--- src/assert_macros.svh ---
// assertion helpers for the rtl
`ifndef ASSERT_MACROS_SVH
`define ASSERT_MACROS_SVH

// same-cycle implication, disabled while in reset
`define ASSERT_SAME(label, clk, rstn, ante, cons) \
    label: assert property (@(posedge clk) disable iff (!(rstn)) (ante) |-> (cons)) \
        else $error("assertion failed");

// next-cycle implication, disabled while in reset
`define ASSERT_NEXT(label, clk, rstn, ante, cons) \
    label: assert property (@(posedge clk) disable iff (!(rstn)) (ante) |=> (cons)) \
        else $error("assertion failed");

`endif

--- src/rrts_pkg.sv ---
package rrts_pkg;

    // request opcodes
    typedef enum logic [2:0] {
        OP_TICK     = 3'd0,
        OP_ADD      = 3'd1,
        OP_REMOVE   = 3'd2,
        OP_BLOCK    = 3'd3,
        OP_RUNNABLE = 3'd4,
        OP_DEAD     = 3'd5,
        OP_RSVD6    = 3'd6,
        OP_RSVD7    = 3'd7
    } op_t;

    // task status codes
    localparam logic [1:0] TS_READY = 2'd0;
    localparam logic [1:0] TS_WAIT  = 2'd1;
    localparam logic [1:0] TS_DEAD  = 2'd2;

    typedef enum logic [4:0] {
        S_IDLE, S_DECODE, S_PREV_RD, S_PREV_WR, S_CUR_RD, S_CUR_WR,
        S_WALK_RD, S_WALK_CHK, S_TICK_END, S_ADD, S_S_RD, S_RM_SNEXT,
        S_P_RD, S_P_CHK, S_RM_CLEAR, S_MARK_WR, S_FINISH
    } state_t;

    typedef enum logic [4:0] {
        ACT_NONE, ACT_LOAD, ACT_DECODE, ACT_PREV_RD, ACT_PREV_WR, ACT_CUR_RD,
        ACT_CUR_WR, ACT_WALK_RD, ACT_WALK_CHK, ACT_TICK_END, ACT_ADD, ACT_S_RD,
        ACT_RM_SNEXT, ACT_P_RD, ACT_P_CHK, ACT_RM_CLEAR, ACT_MARK_WR, ACT_RESULT
    } act_t;

    typedef struct packed {
        act_t act;
    } cmd_t;

    typedef struct packed {
        op_t  op;
        logic cpu_ok;
        logic s_ok;
        logic in_list_s;
        logic head_is_s;
        logic prev_release;
        logic cur_task;
        logic t_valid;
        logic walk_found;
        logic walk_end;
        logic p_valid;
        logic p_hit;
        logic p_end;
        logic out_free;
    } sts_t;

endpackage

--- src/rrts_ram.sv ---
module rrts_ram #(
    parameter int WIDTH = 8,
    parameter int DEPTH = 16,
    localparam int AW = (DEPTH > 1) ? $clog2(DEPTH) : 1
) (
    input  logic             clk,
    input  logic             we,
    input  logic [AW-1:0]    waddr,
    input  logic [WIDTH-1:0] wdata,
    input  logic [AW-1:0]    raddr,
    output logic [WIDTH-1:0] rdata
);

    logic [WIDTH-1:0] mem_reg [DEPTH];
    logic [WIDTH-1:0] rdata_reg;

    // one write port, one registered read port
    always_ff @(posedge clk) begin
        if (we) begin
            mem_reg[waddr] <= wdata;
        end
        rdata_reg <= mem_reg[raddr];
    end

    assign rdata = rdata_reg;

endmodule

--- src/rrts_ctrl.sv ---
module rrts_ctrl (
    input  logic          aclk,
    input  logic          aresetn,
    input  logic          s_valid,
    output logic          s_ready,
    input  rrts_pkg::sts_t sts,
    output rrts_pkg::cmd_t cmd
);
    import rrts_pkg::*;

    state_t state_reg, state_next;

    always_ff @(posedge aclk) begin
        if (!aresetn) begin
            state_reg <= S_IDLE;
        end else begin
            state_reg <= state_next;
        end
    end

    assign s_ready = (state_reg == S_IDLE);

    // next state and datapath commands
    always_comb begin
        state_next = state_reg;
        cmd.act    = ACT_NONE;
        unique case (state_reg)
            S_IDLE: begin
                if (s_valid) begin
                    cmd.act    = ACT_LOAD;
                    state_next = S_DECODE;
                end
            end
            S_DECODE: begin
                cmd.act = ACT_DECODE;
                if (sts.op == OP_TICK) begin
                    if (!sts.cpu_ok)            state_next = S_FINISH;
                    else if (sts.prev_release)  state_next = S_PREV_RD;
                    else if (sts.cur_task)      state_next = S_CUR_RD;
                    else                        state_next = S_WALK_RD;
                end else if (!sts.s_ok) begin
                    state_next = S_FINISH;
                end else begin
                    unique case (sts.op)
                        OP_ADD:    state_next = sts.in_list_s ? S_FINISH : S_ADD;
                        OP_REMOVE: state_next = sts.in_list_s ? S_S_RD : S_FINISH;
                        OP_BLOCK, OP_RUNNABLE, OP_DEAD: state_next = S_S_RD;
                        default:   state_next = S_FINISH;
                    endcase
                end
            end
            S_PREV_RD: begin
                cmd.act    = ACT_PREV_RD;
                state_next = S_PREV_WR;
            end
            S_PREV_WR: begin
                cmd.act    = ACT_PREV_WR;
                state_next = sts.cur_task ? S_CUR_RD : S_WALK_RD;
            end
            S_CUR_RD: begin
                cmd.act    = ACT_CUR_RD;
                state_next = S_CUR_WR;
            end
            S_CUR_WR: begin
                cmd.act    = ACT_CUR_WR;
                state_next = S_WALK_RD;
            end
            S_WALK_RD: begin
                if (!sts.t_valid) begin
                    state_next = S_TICK_END;
                end else begin
                    cmd.act    = ACT_WALK_RD;
                    state_next = S_WALK_CHK;
                end
            end
            S_WALK_CHK: begin
                cmd.act = ACT_WALK_CHK;
                if (sts.walk_found || sts.walk_end) state_next = S_TICK_END;
                else                                state_next = S_WALK_RD;
            end
            S_TICK_END: begin
                cmd.act    = ACT_TICK_END;
                state_next = S_FINISH;
            end
            S_ADD: begin
                cmd.act    = ACT_ADD;
                state_next = S_FINISH;
            end
            S_S_RD: begin
                cmd.act    = ACT_S_RD;
                state_next = (sts.op == OP_REMOVE) ? S_RM_SNEXT : S_MARK_WR;
            end
            S_RM_SNEXT: begin
                cmd.act    = ACT_RM_SNEXT;
                state_next = sts.head_is_s ? S_RM_CLEAR : S_P_RD;
            end
            S_P_RD: begin
                if (!sts.p_valid) begin
                    state_next = S_RM_CLEAR;
                end else begin
                    cmd.act    = ACT_P_RD;
                    state_next = S_P_CHK;
                end
            end
            S_P_CHK: begin
                cmd.act = ACT_P_CHK;
                if (sts.p_hit || sts.p_end) state_next = S_RM_CLEAR;
                else                        state_next = S_P_RD;
            end
            S_RM_CLEAR: begin
                cmd.act    = ACT_RM_CLEAR;
                state_next = S_FINISH;
            end
            S_MARK_WR: begin
                cmd.act    = ACT_MARK_WR;
                state_next = S_FINISH;
            end
            S_FINISH: begin
                if (sts.out_free) begin
                    cmd.act    = ACT_RESULT;
                    state_next = S_IDLE;
                end
            end
            default: state_next = S_IDLE;
        endcase
    end

endmodule

--- src/rrts_dp.sv ---
module rrts_dp #(
    parameter int NUM_TASKS = 16,
    parameter int NUM_CPUS  = 4
) (
    input  logic          aclk,
    input  logic          aresetn,
    input  rrts_pkg::cmd_t cmd,
    output rrts_pkg::sts_t sts,
    input  logic [2:0]    s_op,
    input  logic [1:0]    s_cpu_id,
    input  logic [3:0]    s_task_id,
    output logic          m_valid,
    input  logic          m_ready,
    output logic [3:0]    m_picked_task,
    output logic          m_picked_idle,
    output logic          m_status
);
    import rrts_pkg::*;

    localparam int SW  = $clog2(NUM_TASKS);
    localparam int CW  = (NUM_CPUS > 1) ? $clog2(NUM_CPUS) : 1;
    localparam int STW = SW + 1;

    typedef struct packed {
        logic          nv;
        logic [SW-1:0] ns;
        logic [1:0]    st;
        logic          ov;
        logic [CW-1:0] oc;
        logic          os;
    } rec_t;

    localparam int RW = $bits(rec_t);

    // latched request
    op_t           op_reg;
    logic          cpu_ok_reg, s_ok_reg;
    logic [CW-1:0] cpu_reg;
    logic [SW-1:0] s_reg;

    // list and per-cpu state
    logic          head_v_reg;
    logic [SW-1:0] head_s_reg;
    logic [NUM_TASKS-1:0] in_list_reg;
    logic          run_v_reg  [NUM_CPUS];
    logic          run_i_reg  [NUM_CPUS];
    logic [SW-1:0] run_s_reg  [NUM_CPUS];
    logic          prev_v_reg [NUM_CPUS];
    logic          prev_i_reg [NUM_CPUS];
    logic [SW-1:0] prev_s_reg [NUM_CPUS];

    // walk state
    logic           t_v_reg, p_v_reg, sn_v_reg, found_reg;
    logic [SW-1:0]  t_s_reg, start_s_reg, p_s_reg, sn_s_reg;
    logic [STW-1:0] step_reg;

    // result
    logic       res_idle_reg, res_status_reg;
    logic [3:0] res_task_reg;
    logic       m_valid_reg, m_idle_reg, m_status_reg;
    logic [3:0] m_task_reg;

    // ram port
    logic          we;
    logic [SW-1:0] waddr, raddr;
    rec_t          wrec, rec;
    logic [RW-1:0] rdata;

    logic          cur_v, cur_i, prev_v, prev_i, cur_task;
    logic [SW-1:0] cur_s, prev_s;
    logic          nt_v, found_now, nxt_same;
    logic [SW-1:0] nt_s;
    logic [1:0]    mark_st;

    function automatic logic same_who(input logic av, input logic ai,
                                      input logic [SW-1:0] as_,
                                      input logic bv, input logic bi,
                                      input logic [SW-1:0] bs);
        logic r;
        if (av != bv)       r = 1'b0;
        else if (!av)       r = 1'b1;
        else if (ai != bi)  r = 1'b0;
        else                r = ai || (as_ == bs);
        return r;
    endfunction

    rrts_ram #(.WIDTH(RW), .DEPTH(NUM_TASKS)) u_ram (
        .clk   (aclk),
        .we    (we),
        .waddr (waddr),
        .wdata (wrec),
        .raddr (raddr),
        .rdata (rdata)
    );

    assign rec = rec_t'(rdata);

    // current and previous task of the addressed cpu
    assign cur_v    = run_v_reg[cpu_reg];
    assign cur_i    = run_i_reg[cpu_reg];
    assign cur_s    = run_s_reg[cpu_reg];
    assign prev_v   = prev_v_reg[cpu_reg];
    assign prev_i   = prev_i_reg[cpu_reg];
    assign prev_s   = prev_s_reg[cpu_reg];
    assign cur_task = cur_v && !cur_i;

    // round-robin successor, wrapping to the head
    assign nt_v      = rec.nv ? 1'b1 : head_v_reg;
    assign nt_s      = rec.nv ? rec.ns : head_s_reg;
    assign found_now = (rec.st == TS_READY) && !rec.ov && !rec.os;
    assign nxt_same  = same_who(cur_v, cur_i, cur_s, 1'b1, !found_reg,
                                found_reg ? t_s_reg : '0);

    always_comb begin
        unique case (op_reg)
            OP_BLOCK: mark_st = TS_WAIT;
            OP_DEAD:  mark_st = TS_DEAD;
            default:  mark_st = TS_READY;
        endcase
    end

    // status to the controller
    always_comb begin
        sts.op           = op_reg;
        sts.cpu_ok       = cpu_ok_reg;
        sts.s_ok         = s_ok_reg;
        sts.in_list_s    = in_list_reg[s_reg];
        sts.head_is_s    = head_v_reg && (head_s_reg == s_reg);
        sts.prev_release = prev_v && !prev_i &&
                           !same_who(prev_v, prev_i, prev_s, cur_v, cur_i, cur_s);
        sts.cur_task     = cur_task;
        sts.t_valid      = t_v_reg;
        sts.walk_found   = found_now;
        sts.walk_end     = !nt_v || (nt_s == start_s_reg) ||
                           (step_reg == STW'(NUM_TASKS - 1));
        sts.p_valid      = p_v_reg;
        sts.p_hit        = rec.nv && (rec.ns == s_reg);
        sts.p_end        = !rec.nv || (step_reg == STW'(NUM_TASKS - 1));
        sts.out_free     = !m_valid_reg || m_ready;
    end

    // ram read address
    always_comb begin
        unique case (cmd.act)
            ACT_PREV_RD: raddr = prev_s;
            ACT_CUR_RD:  raddr = cur_s;
            ACT_WALK_RD: raddr = t_s_reg;
            ACT_P_RD:    raddr = p_s_reg;
            default:     raddr = s_reg;
        endcase
    end

    // ram writes: read-modify-write on the record just read, or a fresh record on add
    always_comb begin
        we    = 1'b0;
        waddr = s_reg;
        wrec  = rec;
        unique case (cmd.act)
            ACT_PREV_WR: begin
                we      = 1'b1;
                waddr   = prev_s;
                wrec.os = 1'b0;
            end
            ACT_CUR_WR: begin
                we      = 1'b1;
                waddr   = cur_s;
                wrec.ov = 1'b0;
                if (rec.st != TS_WAIT && rec.st != TS_DEAD) wrec.st = TS_READY;
            end
            ACT_WALK_CHK: begin
                we      = found_now;
                waddr   = t_s_reg;
                wrec.ov = 1'b1;
                wrec.oc = cpu_reg;
                wrec.os = 1'b1;
            end
            ACT_ADD: begin
                we      = 1'b1;
                wrec.nv = head_v_reg;
                wrec.ns = head_s_reg;
                wrec.st = TS_READY;
                wrec.ov = 1'b0;
                wrec.oc = '0;
                wrec.os = 1'b0;
            end
            ACT_P_CHK: begin
                we      = rec.nv && (rec.ns == s_reg);
                waddr   = p_s_reg;
                wrec.nv = sn_v_reg;
                wrec.ns = sn_s_reg;
            end
            ACT_MARK_WR: begin
                we      = 1'b1;
                wrec.st = mark_st;
            end
            default: we = 1'b0;
        endcase
    end

    // control state
    always_ff @(posedge aclk) begin
        if (!aresetn) begin
            head_v_reg  <= 1'b0;
            in_list_reg <= '0;
            m_valid_reg <= 1'b0;
            for (int i = 0; i < NUM_CPUS; i++) begin
                run_v_reg[i]  <= 1'b0;
                prev_v_reg[i] <= 1'b0;
            end
        end else begin
            unique case (cmd.act)
                ACT_TICK_END: begin
                    run_v_reg[cpu_reg]  <= 1'b1;
                    prev_v_reg[cpu_reg] <= cur_v && !nxt_same;
                end
                ACT_ADD: begin
                    head_v_reg         <= 1'b1;
                    in_list_reg[s_reg] <= 1'b1;
                end
                ACT_RM_SNEXT: begin
                    if (head_v_reg && head_s_reg == s_reg) head_v_reg <= rec.nv;
                end
                ACT_RM_CLEAR: in_list_reg[s_reg] <= 1'b0;
                default: ;
            endcase
            if (cmd.act == ACT_RESULT)  m_valid_reg <= 1'b1;
            else if (m_ready)           m_valid_reg <= 1'b0;
        end
    end

    // payload and walk registers
    always_ff @(posedge aclk) begin
        unique case (cmd.act)
            ACT_LOAD: begin
                op_reg     <= op_t'(s_op);
                cpu_ok_reg <= (32'(s_cpu_id) < 32'(NUM_CPUS));
                cpu_reg    <= (32'(s_cpu_id) < 32'(NUM_CPUS)) ? CW'(s_cpu_id) : '0;
                s_ok_reg   <= (32'(s_task_id) < 32'(NUM_TASKS));
                s_reg      <= (32'(s_task_id) < 32'(NUM_TASKS)) ? SW'(s_task_id) : '0;
            end
            ACT_DECODE: begin
                t_v_reg        <= head_v_reg;
                t_s_reg        <= head_s_reg;
                start_s_reg    <= head_s_reg;
                step_reg       <= '0;
                found_reg      <= 1'b0;
                res_task_reg   <= '0;
                res_idle_reg   <= (op_reg == OP_TICK) && !cpu_ok_reg;
                res_status_reg <= (op_reg != OP_TICK) && s_ok_reg &&
                                  (((op_reg == OP_ADD) && in_list_reg[s_reg]) ||
                                   ((op_reg == OP_REMOVE) && !in_list_reg[s_reg]));
            end
            ACT_CUR_WR: begin
                if (in_list_reg[cur_s] && rec.nv) begin
                    t_v_reg     <= 1'b1;
                    t_s_reg     <= rec.ns;
                    start_s_reg <= rec.ns;
                end
            end
            ACT_WALK_CHK: begin
                if (found_now) begin
                    found_reg <= 1'b1;
                end else begin
                    t_v_reg  <= nt_v;
                    t_s_reg  <= nt_s;
                    step_reg <= step_reg + 1'b1;
                end
            end
            ACT_TICK_END: begin
                run_i_reg[cpu_reg]  <= !found_reg;
                run_s_reg[cpu_reg]  <= found_reg ? t_s_reg : '0;
                prev_i_reg[cpu_reg] <= cur_i;
                prev_s_reg[cpu_reg] <= cur_s;
                res_task_reg        <= found_reg ? 4'(t_s_reg) : 4'd0;
                res_idle_reg        <= !found_reg;
            end
            ACT_ADD: head_s_reg <= s_reg;
            ACT_RM_SNEXT: begin
                sn_v_reg <= rec.nv;
                sn_s_reg <= rec.ns;
                p_v_reg  <= head_v_reg;
                p_s_reg  <= head_s_reg;
                step_reg <= '0;
                if (head_v_reg && head_s_reg == s_reg) head_s_reg <= rec.ns;
            end
            ACT_P_CHK: begin
                p_v_reg  <= rec.nv;
                p_s_reg  <= rec.ns;
                step_reg <= step_reg + 1'b1;
            end
            ACT_RESULT: begin
                m_task_reg   <= res_task_reg;
                m_idle_reg   <= res_idle_reg;
                m_status_reg <= res_status_reg;
            end
            default: ;
        endcase
    end

    assign m_valid       = m_valid_reg;
    assign m_picked_task = m_task_reg;
    assign m_picked_idle = m_idle_reg;
    assign m_status      = m_status_reg;

endmodule

--- src/round_robin_task_scheduler.sv ---
// Round-robin task scheduler for NUM_CPUS cpus over a linked table of NUM_TASKS
// task slots, one request at a time, one result per request. Remove searches
// the list for the predecessor, and a scheduling tick walks it for the next
// ready task, up to NUM_TASKS entries. The walk rate is set by the single
// task-table ram: each entry is one registered read and one check. A finished
// result waits in the output register while the next request is taken.
`include "assert_macros.svh"

module round_robin_task_scheduler #(
    parameter int NUM_TASKS = 16,
    parameter int NUM_CPUS  = 4
) (
    input  logic       aclk,
    input  logic       aresetn,
    input  logic       s_valid,
    output logic       s_ready,
    input  logic [2:0] s_op,
    input  logic [1:0] s_cpu_id,
    input  logic [3:0] s_task_id,
    output logic       m_valid,
    input  logic       m_ready,
    output logic [3:0] m_picked_task,
    output logic       m_picked_idle,
    output logic       m_status
);
    import rrts_pkg::*;

    cmd_t cmd;
    sts_t sts;

    // sequencer
    rrts_ctrl u_ctrl (
        .aclk    (aclk),
        .aresetn (aresetn),
        .s_valid (s_valid),
        .s_ready (s_ready),
        .sts     (sts),
        .cmd     (cmd)
    );

    // task table, list and per-cpu state
    rrts_dp #(.NUM_TASKS(NUM_TASKS), .NUM_CPUS(NUM_CPUS)) u_dp (
        .aclk          (aclk),
        .aresetn       (aresetn),
        .cmd           (cmd),
        .sts           (sts),
        .s_op          (s_op),
        .s_cpu_id      (s_cpu_id),
        .s_task_id     (s_task_id),
        .m_valid       (m_valid),
        .m_ready       (m_ready),
        .m_picked_task (m_picked_task),
        .m_picked_idle (m_picked_idle),
        .m_status      (m_status)
    );

    // one request in flight at a time
    `ASSERT_NEXT(a_busy_after_accept, aclk, aresetn, s_valid && s_ready, !s_ready)
    // a result is produced only at the end of a request
    `ASSERT_SAME(a_result_from_busy, aclk, aresetn, $rose(m_valid), !$past(s_ready))
    // error status only comes from list edits
    `ASSERT_SAME(a_err_no_pick, aclk, aresetn, m_valid && m_status,
                 !m_picked_idle && (m_picked_task == 4'd0))
    // idle picks report slot zero
    `ASSERT_SAME(a_idle_slot, aclk, aresetn, m_valid && m_picked_idle, m_picked_task == 4'd0)

endmodule

--- config.mk ---
export PLATFORM = sky130hd
export DESIGN_NAME = round_robin_task_scheduler
export DESIGN_NICKNAME = d
export VERILOG_FILES = /design/src/rrts_pkg.sv /design/src/rrts_ram.sv /design/src/rrts_ctrl.sv /design/src/rrts_dp.sv /design/src/round_robin_task_scheduler.sv
export VERILOG_INCLUDE_DIRS = /design/src /design/src/src
export SDC_FILE = /design/constraint.sdc
export NUM_CORES = 1
export LEC_CHECK = 0
export ABC_AREA = 1
export BUFFER_PORTS_ARGS = -buffer_cell sky130_fd_sc_hd__buf_4
export CAP_MARGIN = 0
export CORE_MARGIN = 4
export CORE_UTILIZATION = 35
export DETAILED_ROUTE_END_ITERATION = 10
export SYNTH_ARGS = -nofsm -noshare
export SYNTH_HDL_FRONTEND = slang
export SYNTH_HIERARCHICAL = 1
export SYNTH_SLANG_ARGS = --single-unit
--- constraint.sdc ---
create_clock -name aclk -period 3.3 [get_ports aclk]
set_input_delay 0.66 -clock aclk [delete_from_list [all_inputs] [get_ports aclk]]
set_output_delay 0.66 -clock aclk [all_outputs]
set_load 0.01 [all_outputs]
==> results.toml, run 1 <==
[drt]
routed_via_density = 4.93
drt_pre_antenna_iters = 5
num_vias = 10209
drtIter0Drc = 1006
drc_errors = 0
drt_wl_total_um = 34600
wl_per_cell_um = 16.7
ant_nets = 0

[sta]
fmax_mhz = 315
finalHoldViolCount = 0
fin_ws_ps = 121
fin_skew_ps = 16.9
worst_slew_pin_slew_ps = 725
hold_ws_ps = 283
finalMaxSlewViolations = 0
finalCritPeriodShare = 0.963
setup_viol = 0
period_needed_ps = 3180
relSlewSlack = 0.512
rsz0062_at_grt = "yes"

[run_status]
status = "finished, final reports clean"

[floorplanning]
die_h_um = 202
io-pin-count = 21
start_util = 0.357
die_area_mm2 = 0.0408
fp.coreArea_mm2 = 0.0369
rows = 70
fp.dieW_um = 202

[finish]
area_growth_pct = 19.5
drive_gt1_frac = 0.177
nFillCells = 3537
largest_reg_flops = 144
num_antenna_cells = 0
final_util = 0.427
fin_nets = 1559

[clock_tree]
clkTransAtPathRegs_ps = 60
cts_tree = "built"
worstSkewPairLatency_ps = 560
cts_root_buf = "clkbuf_16"
cts_made_buffers = 29
ctsLongestPathBuffers = 3
htreeDepth = 1
clock_sinks = 276

[grt]
grt_max_degree = 37
antenna_found_initial = 0
grt_pass1_wl_um = 53100
grt_pass1_vias = 9841
grt_use_total = 0.162
overflow = 0

[placed_design]
place_hpwl_um = 23500
io_buffers = 20
routabilityCongestion = 0.890
place_ws_ps = -95.9

[yosys]
syn_avg_cell_area_um2 = 9.14
synth_cells = 1441
yosys_warnings = 6
netlist_area_mm2 = 0.0132

[critical_path]
path_class = "reg2reg"
crit_fanout = 11
worstPathArrival_ps = 3450
r2r-start = "u_ctrl/state_reg[1]$_SDFFE_PN0P_"
start_kind = "register"
cp.required_ps = 3570
end_kind = "register"
startpoint = "u_ctrl/state_reg[1]$_SDFFE_PN0P_"

[power]
p_leak_nw = 6.60
power_density_mw_per_mm2 = 981
ir_worst_vdd_mv = 0.519

[hold_path]
hp-class = "in2reg"
hp-start = "s_op[2]"

[run]
maxCapViolCount = 0
[metrics by stage]
stage	std cells	instance area (um2)	power [mW]	TNS, ps
finish	2071	15700	15.4	0
global route	2071	15700	16.4	-1310
CTS	2062	15400	14.8	0
detailed placement	2007	14400	11.5	-3060
global placement	2007	14400	11.5	-4770
floorplan	1442	13200	9.25	0
[critical path, stage by stage, from the launching register on]
cell	delay (ps)
dfxtp_4	380
inv_1	60
nand2_1	100
nor2_4	60
nand2_1	80
nand2_1	80
nor3_1	190
nand4_1	220
buf_4	210
nor2_2	110
nand3_1	120
nor2_2	140
buf_4	200
nand2_1	80
o2111ai_2	120
buf_4	170
nand3b_1	70
buf_4	170
nor2_2	130
buf_4	200
[power breakdown]
group | internal [mW] | switching (mW)
sequential | 4.64 | 0.343
combinational | 2.47 | 4.80
clock | 1.85 | 1.35
[final cells by class]
| class | instances | area (um2) | share of cell area |
|---|---|---|---|
| Clock buffer | 41 | 801 | 0.0509 |
| Sequential cell | 276 | 7900 | 0.502 |
| Timing Repair Buffer | 130 | 1120 | 0.0711 |
| Multi-Input combinational cell | 875 | 4280 | 0.272 |
| Inverter | 232 | 886 | 0.0563 |
| Tap cell | 504 | 631 | 0.0401 |
| Clock inverter | 13 | 124 | 0.00787 |
[metal layers]
layer,wire [um],up-vias,part of all wire,track usage
met2,16100,345,0.46,0.262
met1,15200,4836,0.44,0.219
met3,2070,87,0.060,0.0268
li1,-,4941,-,-
met5,0,-,0,0
met4,1320,0,0.038,0.0601
[worst paths after layout]
path                                              to  slack (ps)  cells past startpoint
setup / recovery  u_dp/u_ram/mem_reg[6][6]$_DFFE_PP_         120                     19
hold / removal              u_dp/op_reg[2]$_DFFE_PN_         280                      1
setup reg to reg  u_dp/u_ram/mem_reg[6][6]$_DFFE_PP_         120                     19
hold reg to reg              u_dp/m_status$_DFFE_PP_         420                      0
[placed cells by master (no fill, tap or decap), types with 3 or more instances in the layout]
cell	count
a22oi_1	6
a21oi_1	31
o211ai_1	11
clkbuf_16	31
buf_4	111
buf_6	12
dfxtp_1	35
o2111ai_2	3
edfxtp_1	236
dfxtp_4	3
xor2_1	4
clkinv_2	6
clkinv_1	3
clkbuf_8	3
o22ai_1	9
nor2_1	90
xnor2_1	5
inv_2	18
nand4_1	10
o21ai_1	20
nor2_2	15
o21ai_0	42
o21ai_2	3
nand3_2	19
buf_12	5
nand2_1	386
nor3_1	8
nand3b_1	3
inv_1	210
nand2_2	15
nand3_1	157
nor2_4	8
clkbuf_1	9
[timing repair]
item | in CTS | in global routing
setup buffers | 1 | 5
pin swaps | 3 | 13
resized for setup | 8 | 69
hold buffers | 0 | 0
gates cloned | 0 | 4
endpoints found under the setup margin | 96 | 174
No activity file was read; power rests on OpenSTA's default activity.
==> run 2, diff against run 1 <==
--- a/config.mk
+++ b/config.mk
@@ -7,11 +7,13 @@
 export NUM_CORES = 1
 export LEC_CHECK = 0
 export ABC_AREA = 1
-export BUFFER_PORTS_ARGS = -buffer_cell sky130_fd_sc_hd__buf_4
+export BUFFER_PORTS_ARGS = -buffer_cell sky130_fd_sc_hd__buf_2
 export CAP_MARGIN = 0
 export CORE_MARGIN = 4
 export CORE_UTILIZATION = 35
+export CTS_CLUSTER_SIZE = 24
 export DETAILED_ROUTE_END_ITERATION = 10
+export SETUP_SLACK_MARGIN = 0.4
 export SYNTH_ARGS = -nofsm -noshare
 export SYNTH_HDL_FRONTEND = slang
 export SYNTH_HIERARCHICAL = 1
==> results.toml, run 2 (synthesis results as in run 1) <==
[critical_path]
start_kind = "register"
critPathBufInv = 6
slowest_delay_ps = 380
worstPathArrival_ps = 3460
path_cells = "inv_4 > nand2_4 > nor2_4 > nand2_2 > buf_4 > nand2_2 > nor2_2 > nand4_1 > inv_2 > nor3_4 > inv_2 > nor2_2 > nor3_4 > nand2_2 > o2111ai_4 > buf_4 > nor2_1 > nand2_2 > nor2_2 > buf_6"
reg2regPathDepth = 20
crit_top_cell = "nand2_2"
cp.required_ps = 3590
crit_fanout = 9
critPathTopFamily = "simple AND/OR/NAND/NOR gates"
path_class = "reg2reg"
end_kind = "register"
crit_cells = 20
slowest_stage = "dfxtp_4"

[sta]
fin_skew_ps = 16.2
fmax_mhz = 315
worst_slew_pin_slew_ps = 594
finalMaxSlewViolations = 0
period_needed_ps = 3170
fin_tns_setup_ps = 0
rsz0062_at_grt = "yes"
finalCritPeriodShare = 0.961
finalHoldViolCount = 0
setup_viol = 0
relSlewSlack = 0.604

[clock_tree]
worstSkewPairLatency_ps = 580
clock_sinks = 276
cts_made_buffers = 29
cts_tree = "built"
ctsLongestPathBuffers = 3
clkTransAtPathRegs_ps = 60
cts_root_buf = "clkbuf_16"
htreeDepth = 1

[placed_design]
place_hpwl_um = 23200
routabilityCongestion = 0.929
io_buffers = 20

[grt]
grt_max_degree = 37
antenna_found_initial = 0
overflow = 0
grt_pass1_vias = 10313
grt_pass1_wl_um = 56300
grt_use_total = 0.171

[finish]
final_util = 0.456
mostFrequentLayoutCell = "nand2_1"
area_growth_pct = 27.7
fin_nets = 1607
final_cell_mix = "nand2_1, edfxtp_1, inv_1"
largest_reg_flops = 144
drive_gt1_frac = 0.252
num_antenna_cells = 0
nFillCells = 3367

[floorplanning]
fp.coreArea_mm2 = 0.0369
start_util = 0.357
fp.dieW_um = 202
io-pin-count = 21
die_area_mm2 = 0.0408
rows = 70
die_h_um = 202

[drt]
wirelength_met1_um = 15700
drc_errors = 0
wl_per_cell_um = 17.4
ant_nets = 0
drt_pre_antenna_iters = 7
routed-wl-met3_um = 2290
wl_met2_um = 17600
num_vias = 10590
drt_wl_total_um = 36800
drtIter0Drc = 869
routed_via_density = 5.00
highest_layer = "met4"

[hold_path]
hp-class = "in2reg"
hold_path_depth = 1

[run_status]
status = "finished, final reports clean"

[power]
p_clk_frac = 0.202
combPwrFrac = 0.507
power.internal_mw = 9.95
power_density_mw_per_mm2 = 1020
ir_worst_vdd_mv = 0.733
power_frac_seq = 0.291
sw_frac_of_total = 0.421
p_sw_mw = 7.24
p_leak_nw = 7.03

[run]
maxCapViolCount = 0
==> run 2: layer usage <==
metal | vias up | global-route usage
li1 | 5044 | -
met1 | 5043 | 0.228
met2 | 387 | 0.288
met3 | 116 | 0.0282
met4 | 0 | 0.0486
met5 | - | 0
==> run 2: worst paths after layout <==
path	from	to	slack, ps
setup / recovery	u_ctrl/state_reg[0]$_SDFFE_PN0P_	u_dp/u_ram/mem_reg[0][9]$_DFFE_PP_	130
hold / removal	s_task_id[0]	u_dp/s_reg[0]$_DFFE_PN_	270
setup reg to reg	u_ctrl/state_reg[0]$_SDFFE_PN0P_	u_dp/u_ram/mem_reg[0][9]$_DFFE_PP_	130
hold reg to reg	u_dp/res_task_reg[3]$_SDFFCE_PN0P_	u_dp/m_picked_task[3]$_DFFE_PP_	420
==> run 2: metrics by stage <==
stage	cell area, um2	worst slack [ps]	std cells	hold WS (ps)	power (mW)
6_report	16800	129	2119	269	17.2
5_1_grt	16800	41.9	2119	247	18.1
4_1_cts	16200	318	2100	245	16.1
3_5_place_dp	14300	-69.0	1999	405	11.6
3_3_place_gp	14300	-29.1	1999	412	11.5
2_1_floorplan	13200	276	1442	400	9.25
==> run 2: area by class of cell <==
class                           instances  area, um2  area share
Sequential cell                       276       7910       0.470
Tap cell                              504        631      0.0375
Timing Repair Buffer                  178       1670      0.0994
Inverter                              232        903      0.0537
Clock buffer                           34        764      0.0454
Multi-Input combinational cell        875       4680       0.278
Clock inverter                         20        264      0.0157
==> run 2: what timing repair did <==
action,CTS,global route
hold buffers,0,0
pin swaps,30,29
setup endpoints to repair,178,295
gates resized for setup,137,89
cloned,8,6
buffers inserted,39,13
==> run 2: power by group through the flow <==
stage | Combinational, mW | Sequential [mW] | Clock (mW)
CTS | 7.57 | 4.99 | 3.55
detailed placement | 6.54 | 5.03 | 0
floorplan | 4.35 | 4.90 | 0
global placement | 6.52 | 5.02 | 0
global route | 9.40 | 5.03 | 3.69
finish | 8.72 | 5.00 | 3.47
==> run 3, diff against run 2 <==
--- a/config.mk
+++ b/config.mk
@@ -9,7 +9,6 @@
 export ABC_AREA = 1
 export BUFFER_PORTS_ARGS = -buffer_cell sky130_fd_sc_hd__buf_2
 export CAP_MARGIN = 0
-export CORE_MARGIN = 4
 export CORE_UTILIZATION = 35
 export CTS_CLUSTER_SIZE = 24
 export DETAILED_ROUTE_END_ITERATION = 10
==> results.toml, run 3 (synthesis results as in run 1) <==
[run_status]
status = "finished, final reports clean"

[grt]
grt_pass1_wl_um = 56100
grt_max_degree = 31
antenna_found_initial = 0
grt_use_total = 0.188
overflow = 0
grt_pass1_vias = 10194

[placed_design]
io_buffers = 20
place_area_mm2 = 0.0144
placedCellCount = 1974
routabilityCongestion = 0.918
place_hpwl_um = 23600

[critical_path]
cp.required_ps = 3570
start_kind = "register"
rr_endpoint = "u_dp/u_ram/mem_reg[13][6]$_DFFE_PP_"
worstPathArrival_ps = 3500
end_kind = "register"
path_class = "reg2reg"
r2r-start = "u_ctrl/state_reg[0]$_SDFFE_PN0P_"
reg2regPathDepth = 18
rrSetupSlack_ps = 80
startpoint = "u_ctrl/state_reg[0]$_SDFFE_PN0P_"
cp-endpoint = "u_dp/u_ram/mem_reg[13][6]$_DFFE_PP_"
crit_fanout = 5

[power]
p_leak_nw = 7.11
power_density_mw_per_mm2 = 985
ir_worst_vdd_mv = 0.560
totalPowerFinal_mw = 16.7

[sta]
relSlewSlack = 0.579
period_needed_ps = 3220
worst_slew_pin_slew_ps = 632
rsz0062_at_grt = "yes"
finalHoldViolCount = 0
fin_tns_setup_ps = 0
finalMaxSlewViolations = 0
fin_skew_ps = 15.1
fmax_mhz = 310
setup_viol = 0
finalCritPeriodShare = 0.977

[clock_tree]
worstSkewPairLatency_ps = 560
clock_sinks = 276
cts_root_buf = "clkbuf_16"
ctsLongestPathBuffers = 3
htreeDepth = 1
cts_made_buffers = 28
clkTransAtPathRegs_ps = 60
cts_tree = "built"

[hold_path]
hold_path_depth = 1
hp-class = "in2reg"

[drt]
drc_errors = 0
wl_per_cell_um = 17.7
ant_nets = 0
routed_via_density = 5.06
num_vias = 10662
drt_wl_total_um = 37200
drtIter0Drc = 905
drt_pre_antenna_iters = 6

[floorplanning]
fp.dieW_um = 196
die_area_mm2 = 0.0384
start_util = 0.358
die_h_um = 196
io-pin-count = 21
fp.coreArea_mm2 = 0.0368
rows = 70

[finish]
fin_nets = 1632
final_area_mm2 = 0.0170
num_antenna_cells = 0
mostFrequentLayoutCell = "nand2_1"
finalNonFillerCells = 2106
drive_gt1_frac = 0.258
largest_reg_flops = 144
final_cell_mix = "nand2_1, edfxtp_1, inv_1"
area_growth_pct = 28.7

[run]
maxCapViolCount = 0
[run 3: cell types whose count changed in the layout (fill, tap and decap cells not counted), sizes merged]
cell | previous run | this run
buf | 173 | 201
bufinv | 5 | 0
clkbuf | 39 | 45
clkinv | 8 | 10
clkinvlp | 9 | 1
[run 3: layout make-up]
type                            count  area, um2
Fill cell                        3393      19800
Sequential cell                   276       7900
Multi-Input combinational cell    875       4720
Timing Repair Buffer              204       1960
Inverter                          232        893
Clock buffer                       42        846
Tap cell                          468        586
Clock inverter                      9       46.3
[run 3: stage by stage]
stage	setup WS (ps)	hold slack, ps	util
2_1_floorplan	276	400	-
3_3_place_gp	-78.1	413	0.391
3_5_place_dp	-66.9	413	0.391
4_1_cts	357	246	0.443
5_1_grt	-23.9	255	0.461
6_report	77.0	272	0.461
[run 3: where the power goes]
part / switching (mW) / leakage, nW / internal, mW
Sequential: 0.374 / 2.47 / 4.64
Clock: 1.32 / 0.436 / 1.76
Combinational: 5.38 / 4.21 / 3.23
Total: 7.07 / 7.11 / 9.63
[run 3: worst min path at each step]
stage / to / slack [ps] / start
CTS: u_dp/s_reg[0]$_DFFE_PN_ / 250 / s_task_id[0]
global placement: u_dp/m_picked_task[3]$_DFFE_PP_ / 410 / u_dp/res_task_reg[3]$_SDFFCE_PN0P_
finish: u_dp/s_reg[0]$_DFFE_PN_ / 270 / s_task_id[0]
detailed placement: u_dp/m_picked_task[3]$_DFFE_PP_ / 410 / u_dp/res_task_reg[3]$_SDFFCE_PN0P_
floorplan: u_dp/m_picked_idle$_DFFE_PP_ / 400 / u_dp/res_idle_reg$_DFFE_PP_
global route: u_dp/s_reg[3]$_DFFE_PN_ / 250 / s_task_id[3]
[run 3: routing by layer]
metal,routed length (um),track usage,vias to the layer above
met5,0,0,-
met4,1060,0.0544,0
met3,2380,0.0299,77
met2,17700,0.314,412
met1,16000,0.251,5078
li1,-,-,5095
[run 3: repair_timing]
| item | in CTS | in global routing |
|---|---|---|
| setup buffers | 42 | 21 |
| cloned | 11 | 7 |
| gates resized for setup | 168 | 106 |
| hold buffers | 0 | 0 |
| pin swaps | 28 | 34 |
| endpoints found under the setup margin | 194 | 228 |
| endpoints found under the hold margin | 0 | 0 |
[run 3: worst max-delay path, cell delays in order, from the launching register on]
cell and delay, ps:
dfxtp_4 380, nor2_4 160, nand2_1 100, inv_1 130, nand2_2 90, buf_4 140, nand4_1 150, inv_2 90
nor3_4 290, inv_2 130, nor2_4 140, buf_6 120, a22oi_2 70, nand4_1 180, buf_4 180, nand2_1 110
buf_4 170, nor2_2 150, buf_4 170
